## src/sv/fop_ram.sv

```systemverilog
// Generic RAM: one write port, two read ports, registered read data.
// Standalone; no package dependency.
`default_nettype none

module fop_ram #(
    parameter int WIDTH = 8,
    parameter int DEPTH = 16,
    parameter int AW    = $clog2(DEPTH)
) (
    input  wire logic             i_clk,
    input  wire logic             i_we,
    input  wire logic [AW-1:0]    i_waddr,
    input  wire logic [WIDTH-1:0] i_wdata,
    input  wire logic             i_re,
    input  wire logic [AW-1:0]    i_raddr_a,
    input  wire logic [AW-1:0]    i_raddr_b,
    output logic      [WIDTH-1:0] o_rdata_a,
    output logic      [WIDTH-1:0] o_rdata_b
);

    logic [WIDTH-1:0] r_mem [DEPTH];

    always_ff @(posedge i_clk) begin
        if (i_we) begin
            r_mem[i_waddr] <= i_wdata;
        end
        if (i_re) begin
            o_rdata_a <= r_mem[i_raddr_a];
            o_rdata_b <= r_mem[i_raddr_b];
        end
    end

endmodule

`default_nettype wire

```

## config.mk

```make
export PLATFORM = sky130hd
export DESIGN_NAME = fop_ram
export DESIGN_NICKNAME = d
export VERILOG_FILES = /design/src/sv/fop_ram.sv
export SDC_FILE = /design/constraint.sdc
export NUM_CORES = 1
export LEC_CHECK = 0
export BUFFER_PORTS_ARGS = -buffer_cell sky130_fd_sc_hd__buf_2
export CORE_MARGIN = 1.5
export CORE_UTILIZATION = 55
export DETAILED_ROUTE_END_ITERATION = 12
export PLACE_DENSITY = 0.73
export REMOVE_ABC_BUFFERS = 1
export SLEW_MARGIN = 20
export SYNTH_ARGS = -nofsm -noshare
export SYNTH_HDL_FRONTEND = slang
export SYNTH_SLANG_ARGS = --single-unit
```

## constraint.sdc

```tcl
create_clock -name i_clk -period 2.5 [get_ports i_clk]
set_input_delay 0.625 -clock i_clk [delete_from_list [all_inputs] [get_ports i_clk]]
set_output_delay 0.625 -clock i_clk [all_outputs]
set_load 0.005 [all_outputs]
```

==> results of run 1 <==
-- cells in the final DEF (no fill, tap or decap), types with 3 or more instances in the layout --
master / n
a22oi_1: 32
clkinv_2: 4
nor3_1: 4
clkinv_1: 3
clkbuf_16: 17
clkinvlp_4: 4
nor2_1: 14
buf_4: 30
mux4_2: 34
mux4_1: 28
edfxtp_1: 144
nand2_1: 17
buf_2: 38
-- area by class of cell --
cell class                 instances  area (um2)  share of cell area [%]
clock inverter                    13         121                    1.61
clock buffer                      19         433                    5.76
timing repair buffer              70         455                    6.05
sequential                       144        4320                    57.5
multi-input combinational        143        2010                    26.7
tap                              143         179                    2.38
-- report_power, final --
part           internal, mW  switching, mW  total [mW]
combinational         0.190          0.207       0.397
sequential             2.73         0.0276        2.76
clock                  1.45          0.915        2.36
-- layer usage --
| metal | global-route usage (%) | up-vias |
|---|---|---|
| met5 | 0 | - |
| met4 | 10.7 | 0 |
| met3 | 6.59 | 27 |
| met2 | 38.7 | 176 |
| met1 | 31.1 | 1807 |
| li1 | - | 1495 |
-- registers in the layout (all words and copies together) (netlist names) --
register,cells
o_rdata_a,8
o_rdata_b,8
r_mem,128
-- path summary, 6_finish.rpt --
path / depth (start not counted) / to / start / slack [ns]
setup / recovery: 5 / o_rdata_b[7]$_DFFE_PP_ / i_raddr_b[0] / 0.47
hold / removal: 1 / r_mem[2][4]$_DFFE_PP_ / i_wdata[4] / 0.59
setup reg to reg: 3 / o_rdata_a[0]$_DFFE_PP_ / r_mem[3][0]$_DFFE_PP_ / 0.91
hold reg to reg: 3 / o_rdata_b[4]$_DFFE_PP_ / r_mem[15][4]$_DFFE_PP_ / 0.78
-- critical path, cell delays in order --
cell	delay (ns)
buf_2	0.37
buf_4	0.26
mux4_2	0.51
a22oi_1	0.31
nand2_1	0.10
-- metrics by stage --
stage	total power [mW]	hold WS, ns
after global placement	3.20	0.749
after CTS	5.54	0.577
after floorplan	2.99	0.723
after global routing	5.68	0.591
final	5.52	0.591
after detailed placement	3.21	0.770
-- kinds of logic (layout without fill, tap and decap cells) --
| kind of cell | count (synthesis) | count (layout) | synth area share [%] |
|---|---|---|---|
| flip-flops | 144 | 144 | 66.5 |
| multiplexers | 64 | 64 | 23.8 |
| AND/OR/NAND/NOR | 47 | 47 | 3.35 |
| AO/OA/AOI/OAI | 32 | 32 | 3.69 |
| buffers and inverters | 20 | 102 | 2.65 |
==> results.json, run 1 <==
{
  "cts-resized-gates": 0,
  "placed_area_um2": 6970,
  "port_buffers": 38,
  "setup_viol": 0,
  "yosysUniqueCellTypes": 19,
  "ant_nets": 0,
  "seq_area_frac_synth_pct": 66.5,
  "pin_count": 39,
  "grt_max_degree": 21,
  "synth-seq-cells": 144,
  "worst_slack_ns": 0.467,
  "routed-wl-met3_um": 1110,
  "wl_met2_um": 7200,
  "syn_inst": 307,
  "hpwlAfterDp_um": 9240,
  "final_cell_count_no_fill": 532,
  "syn_area_per_cell_um2": 21.2,
  "h-tree-depth": 4,
  "arrival_ns": 2.19,
  "track_usage_pct": 24.0,
  "critPathMaxFanout": 13,
  "clockRootBuffer": "clkbuf_16",
  "critical_path_class": "in2reg",
  "num_vias": 3505,
  "min_period_over_period_pct": 81.3,
  "fin_skew_ns": 0.00634,
  "dp_slack_ns": 0.0346,
  "clk_path_buf_depth": 2,
  "hold_viol": 0,
  "drv_cap": 0,
  "cts_hold_buf": 0,
  "post_cts_buffers": 0,
  "maxSlewViolCount": 0,
  "finalWeightedCongestion": 0.839,
  "final_util_pct": 65.6,
  "synthTopCellsByCount": "144 x edfxtp_1, 34 x mux4_2, 32 x a22oi_1",
  "placementRows": 39,
  "finalWirelength_um": 13900,
  "critPathRequiredTime_ns": 2.66,
  "slew_headroom_pct": 68.7,
  "rsz0062_at_grt": "no",
  "worst_pin_slew_ns": 0.470,
  "initial_core_util_pct": 56.7,
  "yosysTopAreaCellShare_pct": 66.5,
  "highest_layer": "met4",
  "worst_setup_path_start_kind": "input port",
  "cts_tree": "done",
  "synth_edf_count": 144,
  "post-place-cells": 500,
  "gr-total-overflow": 0,
  "numCtsBuffers": 17,
  "antenna_found_initial": 0,
  "drtIter0Drc": 313,
  "synth_area_um2": 6510,
  "grt_pass1_wl_um": 21100,
  "fill_cells": 740,
  "clock_latency_ns": 0.42,
  "dieArea_um2": 12500,
  "tns_ns": 0,
  "power_density_nw_per_um2": 734,
  "synth.most_common_cell": "edfxtp_1",
  "via_per_inst": 6.59,
  "die_x_um": 112,
  "finalInstanceArea_um2": 7520,
  "cts.sinks": 144,
  "wl_met1_um": 5250,
  "yosys.area.top_type": "edfxtp_1",
  "drc": 0,
  "synthArstFlopShare_pct": 0,
  "drive_gt1_share_pct": 34.4,
  "nNetsFinal": 399,
  "area_delta_synth_final_pct": 15.6,
  "netlist_top_cells_area": "edfxtp_1 66%, mux4_2 12%, mux4_1 11%",
  "period_minus_slack_ns": 2.03,
  "synthFlopType": "edfxtp_1",
  "crit_path_end_kind": "register",
  "core_um2": 11500,
  "wire_per_inst_um": 26.2,
  "hp-class": "in2reg",
  "p_leak_nw": 2.61,
  "ir_worst_vdd_uv": 516,
  "n_antenna_cell": 0,
  "max_freq_mhz": 492,
  "path_clk_slew_ns": 0.06,
  "ys_warn_count": 0,
  "grt_pass1_vias": 3672,
  "die_height_um": 112,
  "status": "completed",
  "dr.pass1.iters": 5
}
No activity file was read; power rests on OpenSTA's default activity.
==> inputs of run 2 (changes only) <==
Settings changed: ABC_AREA set to 1, PLACE_DENSITY 0.73 to 0.76.
Clock period 2.5 ns to 1.6 ns, I/O delays scaled along.
==> run 2 against run 1 <==
  * Highest routed layer unchanged
  * Register-to-register slack worse by 0.60 ns
  * Synthesized cell count rose to 2.8 times the previous value
  * Sequential power grew 56%
  * Worst setup slack got worse by 0.29 ns
==> results.json, run 2 <==
{
  "wire_per_inst_um": 19.2,
  "cp.depth": 1,
  "via_per_inst": 5.78,
  "critical_path.n_buffers_inverters": 1,
  "synthTopCellsByCount": "277 x nand2_1, 225 x nand3_1, 144 x edfxtp_1",
  "finalInstanceArea_um2": 8440,
  "dieArea_um2": 14200,
  "cts-resized-gates": 0,
  "crit_family": "flip-flops",
  "clock_latency_ns": 0.42,
  "h-tree-depth": 4,
  "critPathMaxFanout": 1,
  "yosys.area.top_type": "edfxtp_1",
  "critical_path_class": "reg2out",
  "cts_hold_buf": 0,
  "die_x_um": 119,
  "clockRootBuffer": "clkbuf_16",
  "p_leak_nw": 3.81,
  "top_register": "r_mem",
  "worst_pin_slew_ns": 0.679,
  "finalWeightedCongestion": 0.966,
  "drc": 0,
  "die_height_um": 119,
  "max_freq_mhz": 705,
  "drive_gt1_share_pct": 11.4,
  "grt_pass1_vias": 5809,
  "dr.pass1.iters": 9,
  "period_minus_slack_ns": 1.42,
  "hp-class": "in2reg",
  "maxSlewViolCount": 0,
  "post_cts_buffers": 0,
  "area_delta_synth_final_pct": 13.8,
  "pin_count": 39,
  "arrival_ns": 1.02,
  "path_cells": "buf_2",
  "initial_core_util_pct": 56.3,
  "hpwlAfterDp_um": 13100,
  "path_clk_slew_ns": 0.06,
  "critPathRequiredTime_ns": 1.20,
  "num_vias": 6262,
  "core_um2": 13200,
  "largest_register_ffs": 128,
  "numCtsBuffers": 17,
  "antenna_found_initial": 0,
  "grt_max_degree": 65,
  "setup_viol": 0,
  "cts_tree": "done",
  "slew_headroom_pct": 54.7,
  "worst_setup_path_start_kind": "register",
  "hold_viol": 0,
  "placementRows": 42,
  "placed_area_um2": 7870,
  "netlist_top_cells_area": "edfxtp_1 58%, nand3_1 15%, nand2_1 14%",
  "p_total_mw": 9.11,
  "nNetsFinal": 917,
  "grt_pass1_wl_um": 32300,
  "synth.most_common_cell": "nand2_1",
  "ff2ff_path_depth": 6,
  "yosysUniqueCellTypes": 12,
  "syn_area_per_cell_um2": 8.72,
  "ys_warn_count": 0,
  "yosysTopAreaCellShare_pct": 58.3,
  "fin_skew_ns": 0.0139,
  "drv_cap": 0,
  "n_antenna_cell": 0,
  "min_period_over_period_pct": 88.7,
  "status": "completed",
  "synthFlopType": "edfxtp_1",
  "clk_path_buf_depth": 2,
  "port_buffers": 38,
  "crit_path_end_kind": "primary output",
  "top_regs": "r_mem: 128 flops, o_rdata_a: 8 flops, o_rdata_b: 8 flops",
  "finalWirelength_um": 20800,
  "final_common_cell": "nand2_1",
  "drtIter0Drc": 1346,
  "cts.sinks": 144,
  "cp_slowest_stage_delay_ns": 0.45,
  "hold_ws_ns": 0.395,
  "power_density_nw_per_um2": 1080,
  "gr-total-overflow": 0,
  "track_usage_pct": 30.3,
  "ant_nets": 0,
  "hold_depth": 1,
  "synthArstFlopShare_pct": 0,
  "seq_area_frac_synth_pct": 58.3,
  "slowest_stage": "edfxtp_1",
  "synth_edf_count": 144,
  "synth_area_um2": 7420,
  "synth-seq-cells": 144,
  "syn_inst": 851,
  "final_cell_mix": "277 x nand2_1, 225 x nand3_1, 144 x edfxtp_1",
  "ir_worst_vdd_uv": 849,
  "rsz0062_at_grt": "no"
}
## run 2: per-stage QoR
stage                     setup TNS, ns  utilization (%)  setup WS (ns)  instances
after floorplan                       0                -         0.0665        803
after global placement           -0.206             59.6        -0.0723       1051
after detailed placement         -0.329             59.6         -0.113       1051
after CTS                             0             64.0          0.175       1083
after global routing                  0             64.0          0.173       1083
final                                 0             64.0          0.181       1083
## run 2: kinds of logic after synthesis
logic type | after synthesis | share of synthesized area (%)
and+or+nand+nor | 521 | 30.3
buffers and inverters | 186 | 11.5
DFF | 144 | 58.3
## run 2: layout make-up
class | instances | area (um2)
inverters | 138 | 518
flip-flops and latches | 144 | 4320
clock inverters | 13 | 145
multi-input cells | 521 | 2240
well taps | 176 | 220
repair buffers | 72 | 558
clock buffers | 19 | 433
fillers | 1060 | 4750
## run 2: layer usage
metal  up-vias  global-route usage [%]  wire length (um)
met2       447                    46.6              9490
met4         0                    15.3               820
li1       2848                       -                 -
met1      2896                    41.7              8280
met5         -                       0                 0
met3        71                    5.46              2200
## run 2: worst paths after layout
path	from	endpoint	slack (ns)
worst max-delay path	o_rdata_a[3]$_DFFE_PP_	o_rdata_a[3]	0.18
worst min-delay path	i_wdata[5]	r_mem[3][5]$_DFFE_PP_	0.40
worst max register to register	r_mem[14][2]$_DFFE_PP_	o_rdata_b[2]$_DFFE_PP_	0.31
worst min register to register	r_mem[0][2]$_DFFE_PP_	o_rdata_b[2]$_DFFE_PP_	0.79
## run 2: power by group
| part | switching, mW | internal (mW) |
|---|---|---|
| clock | 1.49 | 2.42 |
| sequential | 0.0342 | 4.27 |
| combinational | 0.611 | 0.283 |
| total | 2.13 | 6.98 |
